### config.mk
export PLATFORM = sky130hd
export DESIGN_NAME = lexicographic_permutation_stepper_core
export DESIGN_NICKNAME = d
export VERILOG_FILES = /design/src/hw/rtl/lps_pkg.sv /design/src/hw/rtl/lps_ram.sv /design/src/hw/rtl/lps_ctrl.sv /design/src/hw/rtl/lexicographic_permutation_stepper_core.sv
export SDC_FILE = /design/constraint.sdc
export NUM_CORES = 1
export LEC_CHECK = 0
export BUFFER_PORTS_ARGS = -buffer_cell sky130_fd_sc_hd__buf_2
export CAP_MARGIN = 0
export CORE_MARGIN = 1.5
export CORE_UTILIZATION = 55
export CTS_CLUSTER_SIZE = 10
export DETAILED_ROUTE_END_ITERATION = 10
export PLACE_DENSITY = 0.77
export SLEW_MARGIN = 20
export SYNTH_ARGS = -nofsm -noshare
export SYNTH_HDL_FRONTEND = slang
export SYNTH_SLANG_ARGS = --single-unit
export TNS_END_PERCENT = 30
### constraint.sdc
create_clock -name clk -period 6.8 [get_ports clk]
set_input_delay 0.34 -clock clk [delete_from_list [all_inputs] [get_ports clk]]
set_output_delay 0.34 -clock clk [all_outputs]
set_load 0.05 [all_outputs]
### src/hw/rtl/lps_pkg.sv
// Shared types, constants and helpers of the permutation stepper.
package lps_pkg;

    localparam int MAX_LEN = 16;
    localparam int IDX_W   = $clog2(MAX_LEN);
    localparam int LEN_W   = 5;
    localparam int DATA_W  = 32;
    localparam int CMD_W   = 2;

    typedef enum logic [CMD_W-1:0] {
        CMD_LOAD  = 2'd0,
        CMD_IDENT = 2'd1,
        CMD_NEXT  = 2'd2,
        CMD_PREV  = 2'd3
    } lps_cmd_t;

    typedef enum logic [3:0] {
        ST_IDLE,
        ST_IDENT,
        ST_SCAN_P,
        ST_SCAN_L,
        ST_SWAP_A,
        ST_SWAP_B,
        ST_REV_RDA,
        ST_REV_RDB,
        ST_REV_WA,
        ST_REV_WB,
        ST_EMIT_RD,
        ST_EMIT_LD
    } lps_state_t;

    typedef struct packed {
        logic                     we;
        logic [IDX_W-1:0]         waddr;
        logic signed [DATA_W-1:0] wdata;
        logic [IDX_W-1:0]         raddr;
    } lps_ram_req_t;

    // True when lo and hi are in strict order for the given direction.
    function automatic logic ordered(input logic fwd, input logic signed [DATA_W-1:0] lo,
                                     input logic signed [DATA_W-1:0] hi);
        ordered = fwd ? (lo < hi) : (lo > hi);
    endfunction

endpackage

### src/hw/rtl/lps_ram.sv
// Element store: one write port and one registered read port.
module lps_ram (
    input  logic                             clk,
    input  lps_pkg::lps_ram_req_t            req,
    output logic signed [lps_pkg::DATA_W-1:0] rdata
);

    logic signed [lps_pkg::DATA_W-1:0] mem [lps_pkg::MAX_LEN];
    logic signed [lps_pkg::DATA_W-1:0] rdata_reg;

    always_ff @(posedge clk)
    begin
        if (req.we)
        begin
            mem[req.waddr] <= req.wdata;
        end
        rdata_reg <= mem[req.raddr];
    end

    assign rdata = rdata_reg;

endmodule

### src/hw/rtl/lps_ctrl.sv
// Command sequencer: loads and fills, scans, swaps, reverses and streams the element store.
module lps_ctrl (
    input  logic                              clk,
    input  logic                              rst_n,
    input  logic [lps_pkg::IDX_W-1:0]         n_last,
    input  logic                              in_valid,
    output logic                              in_stall,
    input  logic [lps_pkg::CMD_W-1:0]         cmd,
    input  logic [3:0]                        index,
    input  logic signed [lps_pkg::DATA_W-1:0] value,
    output logic                              out_valid,
    input  logic                              out_stall,
    output logic [3:0]                        position,
    output logic signed [lps_pkg::DATA_W-1:0] element,
    output logic                              last,
    output logic                              advanced,
    output logic                              idle,
    output lps_pkg::lps_ram_req_t             ram_req,
    input  logic signed [lps_pkg::DATA_W-1:0] ram_rdata
);

    lps_pkg::lps_state_t state_reg, state_next;

    logic [lps_pkg::IDX_W-1:0]         rd_idx_reg;
    logic [lps_pkg::IDX_W-1:0]         k_reg, k_next;
    logic [lps_pkg::IDX_W-1:0]         r_reg, r_next;
    logic signed [lps_pkg::DATA_W-1:0] hold_reg, hold_next;
    logic signed [lps_pkg::DATA_W-1:0] piv_reg, piv_next;
    logic                              have_prev_reg, have_prev_next;
    logic                              fwd_reg, fwd_next;
    logic                              adv_reg, adv_next;

    logic                              out_valid_reg, out_valid_next;
    logic [3:0]                        pos_reg;
    logic signed [lps_pkg::DATA_W-1:0] elem_reg;
    logic                              last_reg;
    logic                              adv_out_reg;
    logic                              out_load;

    logic step_ok;
    logic part_ok;
    logic at_zero;
    logic emit_go;
    logic k_last;
    logic rev_more;
    logic in_take;

    assign in_take  = in_valid && (state_reg == lps_pkg::ST_IDLE);
    assign step_ok  = lps_pkg::ordered(fwd_reg, ram_rdata, hold_reg);
    assign part_ok  = lps_pkg::ordered(fwd_reg, piv_reg, ram_rdata);
    assign at_zero  = (rd_idx_reg == '0);
    assign emit_go  = !out_valid_reg || !out_stall;
    assign k_last   = (k_reg == n_last);
    assign rev_more = (k_reg < r_reg);

    always_comb
    begin
        state_next = state_reg;
        case (state_reg)
            lps_pkg::ST_IDLE:
            begin
                if (in_take)
                begin
                    case (cmd)
                        lps_pkg::CMD_IDENT: state_next = lps_pkg::ST_IDENT;
                        lps_pkg::CMD_NEXT,
                        lps_pkg::CMD_PREV:  state_next = lps_pkg::ST_SCAN_P;
                        default:            state_next = lps_pkg::ST_IDLE;
                    endcase
                end
            end
            lps_pkg::ST_IDENT:
            begin
                if (k_last)
                begin
                    state_next = lps_pkg::ST_IDLE;
                end
            end
            lps_pkg::ST_SCAN_P:
            begin
                if (have_prev_reg && step_ok)
                begin
                    state_next = lps_pkg::ST_SCAN_L;
                end
                else if (at_zero)
                begin
                    state_next = lps_pkg::ST_EMIT_RD;
                end
            end
            lps_pkg::ST_SCAN_L:
            begin
                if (part_ok)
                begin
                    state_next = lps_pkg::ST_SWAP_A;
                end
            end
            lps_pkg::ST_SWAP_A:  state_next = lps_pkg::ST_SWAP_B;
            lps_pkg::ST_SWAP_B:  state_next = lps_pkg::ST_REV_RDA;
            lps_pkg::ST_REV_RDA:
            begin
                state_next = rev_more ? lps_pkg::ST_REV_RDB : lps_pkg::ST_EMIT_RD;
            end
            lps_pkg::ST_REV_RDB: state_next = lps_pkg::ST_REV_WA;
            lps_pkg::ST_REV_WA:  state_next = lps_pkg::ST_REV_WB;
            lps_pkg::ST_REV_WB:  state_next = lps_pkg::ST_REV_RDA;
            lps_pkg::ST_EMIT_RD:
            begin
                if (emit_go)
                begin
                    state_next = lps_pkg::ST_EMIT_LD;
                end
            end
            lps_pkg::ST_EMIT_LD:
            begin
                state_next = k_last ? lps_pkg::ST_IDLE : lps_pkg::ST_EMIT_RD;
            end
            default: state_next = lps_pkg::ST_IDLE;
        endcase
    end

    always_comb
    begin
        k_next         = k_reg;
        r_next         = r_reg;
        hold_next      = hold_reg;
        piv_next       = piv_reg;
        have_prev_next = have_prev_reg;
        fwd_next       = fwd_reg;
        adv_next       = adv_reg;
        out_load       = 1'b0;
        ram_req.we     = 1'b0;
        ram_req.waddr  = k_reg;
        ram_req.wdata  = hold_reg;
        ram_req.raddr  = rd_idx_reg;
        case (state_reg)
            lps_pkg::ST_IDLE:
            begin
                ram_req.raddr = n_last;
                if (in_take)
                begin
                    fwd_next       = (cmd == lps_pkg::CMD_NEXT);
                    k_next         = '0;
                    have_prev_next = 1'b0;
                    if ((cmd == lps_pkg::CMD_LOAD) &&
                        (lps_pkg::LEN_W'(index) < lps_pkg::LEN_W'(lps_pkg::MAX_LEN)))
                    begin
                        ram_req.we    = 1'b1;
                        ram_req.waddr = lps_pkg::IDX_W'(index);
                        ram_req.wdata = value;
                    end
                end
            end
            lps_pkg::ST_IDENT:
            begin
                ram_req.we    = 1'b1;
                ram_req.waddr = k_reg;
                ram_req.wdata = lps_pkg::DATA_W'(k_reg);
                k_next        = k_reg + 1'b1;
            end
            lps_pkg::ST_SCAN_P:
            begin
                hold_next      = ram_rdata;
                have_prev_next = 1'b1;
                if (have_prev_reg && step_ok)
                begin
                    piv_next      = ram_rdata;
                    k_next        = rd_idx_reg;
                    ram_req.raddr = n_last;
                end
                else if (at_zero)
                begin
                    adv_next = 1'b0;
                    k_next   = '0;
                end
                else
                begin
                    ram_req.raddr = rd_idx_reg - 1'b1;
                end
            end
            lps_pkg::ST_SCAN_L:
            begin
                if (part_ok)
                begin
                    hold_next = ram_rdata;
                    r_next    = rd_idx_reg;
                end
                else
                begin
                    ram_req.raddr = rd_idx_reg - 1'b1;
                end
            end
            lps_pkg::ST_SWAP_A:
            begin
                ram_req.we    = 1'b1;
                ram_req.waddr = k_reg;
                ram_req.wdata = hold_reg;
            end
            lps_pkg::ST_SWAP_B:
            begin
                ram_req.we    = 1'b1;
                ram_req.waddr = r_reg;
                ram_req.wdata = piv_reg;
                k_next        = k_reg + 1'b1;
                r_next        = n_last;
                adv_next      = 1'b1;
            end
            lps_pkg::ST_REV_RDA:
            begin
                if (rev_more)
                begin
                    ram_req.raddr = k_reg;
                end
                else
                begin
                    k_next = '0;
                end
            end
            lps_pkg::ST_REV_RDB:
            begin
                ram_req.raddr = r_reg;
                hold_next     = ram_rdata;
            end
            lps_pkg::ST_REV_WA:
            begin
                ram_req.we    = 1'b1;
                ram_req.waddr = k_reg;
                ram_req.wdata = ram_rdata;
            end
            lps_pkg::ST_REV_WB:
            begin
                ram_req.we    = 1'b1;
                ram_req.waddr = r_reg;
                ram_req.wdata = hold_reg;
                k_next        = k_reg + 1'b1;
                r_next        = r_reg - 1'b1;
            end
            lps_pkg::ST_EMIT_RD:
            begin
                if (emit_go)
                begin
                    ram_req.raddr = k_reg;
                end
            end
            lps_pkg::ST_EMIT_LD:
            begin
                out_load = 1'b1;
                k_next   = k_reg + 1'b1;
            end
            default:
            begin
                out_load = 1'b0;
            end
        endcase
    end

    always_comb
    begin
        out_valid_next = out_valid_reg;
        if (out_load)
        begin
            out_valid_next = 1'b1;
        end
        else if (out_valid_reg && !out_stall)
        begin
            out_valid_next = 1'b0;
        end
    end

    always_ff @(posedge clk or negedge rst_n)
    begin
        if (!rst_n)
        begin
            state_reg     <= lps_pkg::ST_IDLE;
            out_valid_reg <= 1'b0;
            have_prev_reg <= 1'b0;
            k_reg         <= '0;
            r_reg         <= '0;
            rd_idx_reg    <= '0;
            fwd_reg       <= 1'b0;
            adv_reg       <= 1'b0;
        end
        else
        begin
            state_reg     <= state_next;
            out_valid_reg <= out_valid_next;
            have_prev_reg <= have_prev_next;
            k_reg         <= k_next;
            r_reg         <= r_next;
            rd_idx_reg    <= ram_req.raddr;
            fwd_reg       <= fwd_next;
            adv_reg       <= adv_next;
        end
    end

    always_ff @(posedge clk)
    begin
        hold_reg <= hold_next;
        piv_reg  <= piv_next;
        if (out_load)
        begin
            pos_reg     <= 4'(k_reg);
            elem_reg    <= ram_rdata;
            last_reg    <= k_last;
            adv_out_reg <= adv_reg;
        end
    end

    assign in_stall  = (state_reg != lps_pkg::ST_IDLE);
    assign idle      = (state_reg == lps_pkg::ST_IDLE);
    assign out_valid = out_valid_reg;
    assign position  = pos_reg;
    assign element   = elem_reg;
    assign last      = last_reg;
    assign advanced  = adv_out_reg;

endmodule

### src/hw/rtl/lexicographic_permutation_stepper_core.sv
// Top level of the lexicographic permutation stepper with its length register.
//
// The block keeps up to 16 signed 32-bit elements in a single-port-read memory and
// steps them to the next or previous lexicographic permutation. A load writes one
// entry and leaves the block idle; an identity fill writes entries 0 to n - 1. A
// step reads the store one entry per cycle to find the pivot and the swap partner,
// writes the swap in SWAP_A and SWAP_B, reverses the suffix pair by pair through
// REV_RDA, REV_RDB, REV_WA and REV_WB, then streams n beats, each read in EMIT_RD
// (which waits while the output stalls) and loaded in EMIT_LD. The store's one
// read port and one write port serve every access. New commands are taken only
// between steps, while the last beat of a step may still wait at the output. The
// length register is written while no command is in progress.
module lexicographic_permutation_stepper_core (
    input  logic                              clk,
    input  logic                              rst_n,
    input  logic                              in_valid,
    output logic                              in_stall,
    input  logic [lps_pkg::CMD_W-1:0]         cmd,
    input  logic [3:0]                        index,
    input  logic signed [lps_pkg::DATA_W-1:0] value,
    output logic                              out_valid,
    input  logic                              out_stall,
    output logic [3:0]                        position,
    output logic signed [lps_pkg::DATA_W-1:0] element,
    output logic                              last,
    output logic                              advanced,
    input  logic                              cfg_valid,
    output logic                              cfg_ready,
    input  logic [lps_pkg::LEN_W-1:0]         cfg_data
);

    logic [lps_pkg::LEN_W-1:0]         len_reg;
    logic [lps_pkg::LEN_W-1:0]         eff_len;
    logic [lps_pkg::IDX_W-1:0]         n_last;
    logic                              idle;
    lps_pkg::lps_ram_req_t             ram_req;
    logic signed [lps_pkg::DATA_W-1:0] ram_rdata;

    always_ff @(posedge clk or negedge rst_n)
    begin
        if (!rst_n)
        begin
            len_reg <= lps_pkg::LEN_W'(lps_pkg::MAX_LEN);
        end
        else if (cfg_valid && cfg_ready)
        begin
            len_reg <= cfg_data;
        end
    end

    always_comb
    begin
        if (len_reg == '0)
        begin
            eff_len = lps_pkg::LEN_W'(1);
        end
        else if (len_reg > lps_pkg::LEN_W'(lps_pkg::MAX_LEN))
        begin
            eff_len = lps_pkg::LEN_W'(lps_pkg::MAX_LEN);
        end
        else
        begin
            eff_len = len_reg;
        end
    end

    assign n_last    = lps_pkg::IDX_W'(eff_len - 1'b1);
    assign cfg_ready = idle;

    lps_ctrl u_ctrl (
        .clk       (clk),
        .rst_n     (rst_n),
        .n_last    (n_last),
        .in_valid  (in_valid),
        .in_stall  (in_stall),
        .cmd       (cmd),
        .index     (index),
        .value     (value),
        .out_valid (out_valid),
        .out_stall (out_stall),
        .position  (position),
        .element   (element),
        .last      (last),
        .advanced  (advanced),
        .idle      (idle),
        .ram_req   (ram_req),
        .ram_rdata (ram_rdata)
    );

    lps_ram u_ram (
        .clk   (clk),
        .req   (ram_req),
        .rdata (ram_rdata)
    );

endmodule

==> results of run 1 <==
==> cells in the final DEF (no fill, tap or decap), types with 38 or more instances in the layout <==
cell         n
edfxtp_1   614
o21ai_0     43
mux4_2      64
inv_1       84
buf_2       90
clkbuf_1    40
a21oi_1     45
mux2i_1     66
ha_1        71
nand2_1    132
o22ai_1     38
clkbuf_16   77
==> stage by stage <==
step / setup WS, ps / util / hold WS [ps] / std cells / cell area, sq um
floorplan: 1660 / - / 44.4 / 1680 / 28100
global placement: 1820 / 0.588 / 371 / 2396 / 29500
detailed placement: 1750 / 0.588 / 374 / 2397 / 29600
CTS: 1670 / 0.634 / 22.4 / 2533 / 31900
global route: 1480 / 0.634 / 68.8 / 2534 / 31900
finish: 1650 / 0.634 / 57.3 / 2534 / 31900
==> layer usage <==
| layer | up-vias | global-route usage | part of all wire |
|---|---|---|---|
| li1 | 7009 | - | - |
| met1 | 8245 | 0.353 | 0.37 |
| met2 | 1025 | 0.439 | 0.49 |
| met3 | 183 | 0.0504 | 0.099 |
| met4 | 0 | 0.117 | 0.039 |
| met5 | - | 0 | 0 |
==> worst min path at each step <==
stage                start              to  slack, ps  cells past startpoint
global route        cmd[1]  u_ctrl.fwd_reg         70                      3
detailed placement   rst_n      len_reg[1]        370                      1
floorplan            rst_n      len_reg[0]         40                      0
global placement     rst_n      len_reg[1]        370                      1
CTS                 cmd[1]  u_ctrl.fwd_reg         20                      3
finish              cmd[1]  u_ctrl.fwd_reg         60                      3
==> tightest hold or removal path: stages <==
cell	delay [ps]
buf_2	130
inv_1	90
o31ai_1	80
==> cell families (layout without fill, tap and decap cells) <==
family                     count (synthesis)  count (layout)
muxes                                    171             171
DFF                                      671             671
AOI/OAI and AO/OA                        312             312
adders and majority gates                 71              71
and+or+nand+nor                          276             276
buffers and inverters                    168             350
xor gates and xnor gates                  11              11
==> repair_timing <==
action / 4_1_cts / 5_1_grt
endpoints found under the setup margin: 0 / 0
hold buffers: 9 / 0
endpoints found under the hold margin: 32 / 0
==> layout make-up <==
cell class / count / area share
Sequential cell: 671 / 0.619
Multi-Input combinational cell: 841 / 0.244
Clock buffer: 119 / 0.0661
Timing Repair Buffer: 138 / 0.0313
Tap cell: 672 / 0.0264
Inverter: 85 / 0.0100
Clock inverter: 8 / 0.00326
==> synthesized netlist by cell type (all sizes together), types with 10 or more instances <==
library cell	n	share of area
o21ai	46	0.0083
dfrtp	24	0.021
a211o	34	0.011
ha	71	0.032
a222oi	28	0.010
a22o	33	0.010
mux2i	66	0.023
clkbuf	47	0.0063
o22ai	38	0.0085
nand3	19	0.0034
nand4	16	0.0036
mux4	96	0.081
nor3	13	0.0023
o211ai	10	0.0027
inv	84	0.011
buf	36	0.011
nand2	132	0.018
nor2	51	0.0069
edfxtp	614	0.66
a21o	17	0.0045
a21oi	46	0.0082
dfxtp	32	0.023
a31oi	10	0.0022
==> out/results.md, run 1 <==
| Item | This run |
|---|---|
| Critical path required time | 7300 ps |
| CP max-delay cell | buf_4 |
| Die Height | 229 um |
| Count of buffers added by post-CTS timing repair for setup | 0 |
| Final weighted congestion in routability-driven placement | 0.930 |
| Sum of net half-perimeters after detailed placement | 39.8 mm |
| Setup Crit Path Kind | reg2reg |
| Total negative slack | 0 ps |
| Antenna Nets Post-Route | 0 |
| Status | finished, final reports clean |
| Number of buffers added by the clock tree synthesis step | 77 |
| Worst-margin pin slew | 1030 ps |
| CTS tree | yes |
| Number of synthesized register bits | 671 |
| Number of flip-flops under the largest register name | 512 |
| Routed length per placed instance | 27.6 um |
| Skew final | 28.4 ps |
| Synth unique cells | 80 |
| DRC violation total after the first TritonRoute iteration | 2464 |
| Number of vias after detailed routing | 16500 |
| Main combinational cell family by area after synthesis | multiplexers |
| Class of the worst hold path | in2reg |
| Critical path endpoint | u_ram.rdata[17] |
| Number of port buffers | 88 |
| Largest fanout on the critical path | 60 |
| Final Max Tran Viols | 0 |
| Remaining global-route overflow | 0 |
| Yosys Warn Count | 0 |
| X dimension of the die | 229 um |
| Beginning of the critical path | u_ram.rdata[1] |
| # fillers | 3327 |
| Share of the synthesized area in compound gates (AO/OA/AOI/OAI) | 0.0816 |
| Remaining DRCs | 0 |
| Standard-cell row count | 82 |
| Kind of capture point of the worst setup path | register |
| Number of global-route vias before repair | 16200 |
| Largest register by flop count | u_ram.mem |
| Reg-to-reg critical path startpoint | u_ram.rdata[1] |
| Mux cell area share after synthesis | 0.108 |
| Count of maximum capacitance violations | 0 |
| Minimum clock period | 5150 ps |
| Mapped Avg Cell Area | 16.7 sq um |
| Depth of the worst register-to-register path | 15 |
| Signal arrival time at the worst endpoint | 5660 ps |
| Area used by multi-input combinational logic | 7790 sq um |
| Parity-gate share of the synthesized area counting xor and xnor cells | 0.00343 |
| Post-synthesis instance area | 28100 sq um |
| Number of buffers and inverters on the critical path | 2 |
| Wire length of the first global-routing pass | 103 mm |
| Number of flops mapped to enable cells by yosys | 614 |
| Clk root buf | clkbuf_16 |
| H-tree levels | 3 |
| I/O pin cnt | 89 |
| Startpoint Class | register |
| Global-route usage over all layers | 0.268 |
| Final hold viol count | 0 |
| Post-synthesis share of cell area spent on full adders, half adders and majority gates | 0.0316 |
| Synthesized netlist cell count | 1680 |
| Unrepaired setup endpoints after global routing | false |
| Layout overhead on the synthesized area | 13.3% |
| CP peak stage delay | 690 ps |
| Register area | 19700 sq um |
| Largest buffer count on any clock path | 3 |
| Relative slew slack | 0.312 |
| Post-CTS resize count | 0 |
| Clk sinks | 671 |
| Crit path depth | 15 |
| Clock transition time at the flip-flop clock pins of the worst setup and hold paths | 50 ps |
| Flop2flop setup slack | 1650 ps |
| Area enclosed by the die boundary | 52500 sq um |
| Number of diodes | 0 |
| Detailed Route WL | 70.1 mm |
| FFs w/ async S/R, synth | 0.0373 |
| Family of cells with the greatest summed delay on the critical path | compound AO/OA/AOI/OAI gates |
| Series of cell instances along the critical path | inv_1 > ha_1 > nor2b_1 > o211ai_1 > a211oi_1 > o41a_1 > nor4_4 > mux2_1 > o41ai_1 > a2111o_1 > o2bb2ai_4 > buf_4 > mux4_1 > a22o_1 > a211o_1 |
| Maximum clock frequency | 194 MHz |
| Syn Nets | 1799 |
| Core region area | 50300 sq um |
| Simple-gate share of the synthesized area | 0.0453 |
| Primary flip-flop cell chosen by synthesis mapping | edfxtp_1 |
| Sequential-to-total area share from yosys stat | 0.701 |
| Via count normalized by instance count | 6.50 |
| Clock network latency to the later pin of the worst-skew pair | 630 ps |
| Effective utilization at floorplan | 0.559 |
| Number of antenna violations at the first check in global routing | 0 |
| First-pass iteration count of the detailed router | 7 |
| Number of endpoints failing setup at the final stage | 0 |
| Period utilization | 0.758 |
| Layout net count | 1933 |
| RR Endpoint | u_ram.rdata[17] |
| Fraction of layout instances using a drive strength above 1 | 0.173 |
| Largest net degree at the start of global routing | 99 |
Power of run 1 is not shown: default switching activity piles up to over one toggle a cycle in this logic, so the estimate is an artifact.
==> run 2, diff against run 1 <==
- clock period: 6.8 -> 5.2 ns (I/O delays scaled with it)
==> run 2 against run 1 <==
Register-to-register slack lost 1500 ps. First-iteration DRC count down 13%. Setup slack lost 1500 ps. Wire length grew 1.6%. Global-route usage increased by 0.56 points. Via count up 2.2%. Die area unchanged. Critical path depth is the same. Count of clock-buffer cells in the layout increased by 15. Worst hold slack gained 89 ps.
==> out/results.md, run 2 (synthesis results as in run 1) <==
| Item | This run |
|---|---|
| Skew final | 24.8 ps |
| Unrepaired setup endpoints after global routing | false |
| Number of vias after detailed routing | 16800 |
| Number of diodes | 0 |
| Count of maximum capacitance violations | 0 |
| Global-route track usage on met2 | 0.464 |
| Largest fanout on the critical path | 29 |
| Minimum clock period | 5030 ps |
| Largest buffer count on any clock path | 3 |
| Most frequent cells in the layout | edfxtp_1 (614), nand2_1 (132), buf_2 (88), inv_1 (84), clkbuf_16 (79) |
| Maximum clock frequency | 199 MHz |
| Clock transition time at the flip-flop clock pins of the worst setup and hold paths | 60 ps |
| Number of flip-flops under the largest register name | 512 |
| Core region area | 50300 sq um |
| I/O pin cnt | 89 |
| Clock network latency to the later pin of the worst-skew pair | 630 ps |
| Global-route track usage on met3 | 0.0464 |
| Setup Crit Path Kind | reg2reg |
| RR Endpoint | u_ram.rdata[18] |
| Layout overhead on the synthesized area | 15.0% |
| Area enclosed by the die boundary | 52500 sq um |
| Number of buffers added by the clock tree synthesis step | 77 |
| Sum of net half-perimeters after detailed placement | 40.9 mm |
| Effective utilization at floorplan | 0.559 |
| H-tree levels | 3 |
| Beginning of the critical path | u_ram.rdata[31] |
| Startpoint Class | register |
| Number of antenna violations at the first check in global routing | 0 |
| Final hold viol count | 0 |
| Antenna Nets Post-Route | 0 |
| Fraction of layout instances using a drive strength above 1 | 0.181 |
| Layout net count | 1956 |
| Critical path endpoint | u_ram.rdata[18] |
| Worst-margin pin slew | 978 ps |
| Remaining global-route overflow | 0 |
| Remaining DRCs | 0 |
| Depth of the worst register-to-register path | 15 |
| Final Cell Area | 32300 sq um |
| Number of endpoints failing setup at the final stage | 0 |
| Number of port buffers | 88 |
| Count of buffers added by post-CTS timing repair for setup | 0 |
| Cell Area, Placed | 29900 sq um |
| Flop2flop setup slack | 170 ps |
| Met1 track utilization from global routing | 0.344 |
| Standard-cell row count | 82 |
| Wire length of the first global-routing pass | 106 mm |
| CTS tree | yes |
| Detailed Route WL | 71.2 mm |
| Largest register by flop count | u_ram.mem |
| Total negative slack | 0 ps |
| Largest net degree at the start of global routing | 46 |
| Reg-to-reg critical path startpoint | u_ram.rdata[31] |
| Routed length per placed instance | 27.7 um |
| Global-route usage over all layers | 0.274 |
| Most common library cell in the layout ignoring fill and taps | edfxtp_1 |
| Kind of capture point of the worst setup path | register |
| Status | finished, final reports clean |
| Period utilization | 0.967 |
| Signal arrival time at the worst endpoint | 5540 ps |
| Die Height | 229 um |
| Number of global-route vias before repair | 17200 |
| Relative slew slack | 0.342 |
| X dimension of the die | 229 um |
| Class of the worst hold path | in2reg |
| Final Max Tran Viols | 0 |
| Clk sinks | 671 |
| Via count normalized by instance count | 6.54 |
| Start point of the worst min-delay path | cfg_valid |
| DRC violation total after the first TritonRoute iteration | 2134 |
| Clk root buf | clkbuf_16 |
| GRT Max-Usage Layer | met2 |
| Critical path required time | 5710 ps |
| Final weighted congestion in routability-driven placement | 0.971 |
| First-pass iteration count of the detailed router | 8 |
-- run 2: worst min-delay path by stage --
stage	end	cells after the start
floorplan	len_reg[0]	0
global placement	len_reg[1]	1
detailed placement	len_reg[0]	1
CTS	len_reg[2]	3
global route	len_reg[3]	3
finish	len_reg[2]	3
-- run 2: layer usage --
layer | vias up | wire [um]
met2 | 934 | 35800
met5 | - | 0
li1 | 7082 | -
met3 | 180 | 6130
met1 | 8628 | 26200
met4 | 0 | 3050
-- run 2: final cells by class --
class / count / area (sq um)
clock buffers: 134 / 2190
multi-input cells: 841 / 7800
flip-flops and latches: 671 / 19700
clock inverters: 7 / 104
well taps: 672 / 841
inverters: 85 / 319
fillers: 3365 / 18000
repair buffers: 161 / 1360
-- run 2: per-stage QoR --
step | utilization | worst slack, ps | instances | hold WS (ps)
finish | 0.643 | 174 | 2571 | 146
CTS | 0.643 | 124 | 2570 | 119
detailed placement | 0.595 | 171 | 2419 | 305
global placement | 0.595 | 249 | 2419 | 295
floorplan | - | 59.8 | 1680 | -35.6
global route | 0.643 | 18.8 | 2571 | 180
-- run 2: repair_timing --
item                                   4_1_cts  5_1_grt
endpoints found under the hold margin       32        0
gates resized for setup                      0        1
setup endpoints to repair                    0       21
hold buffers                                10        0
-- run 2: worst max-delay path, stage by stage (launching register included) --
cell	delay, ps
dfxtp_1	380
ha_1	520
nand4_1	370
nor4_4	570
a31oi_1	280
and3_1	240
a211oi_1	210
mux2_4	220
o21ai_1	60
a311o_1	360
o21ai_4	140
buf_12	190
buf_12	240
mux4_1	610
a22o_1	260
a211o_1	220
Power of run 2 is left out for the same reason.
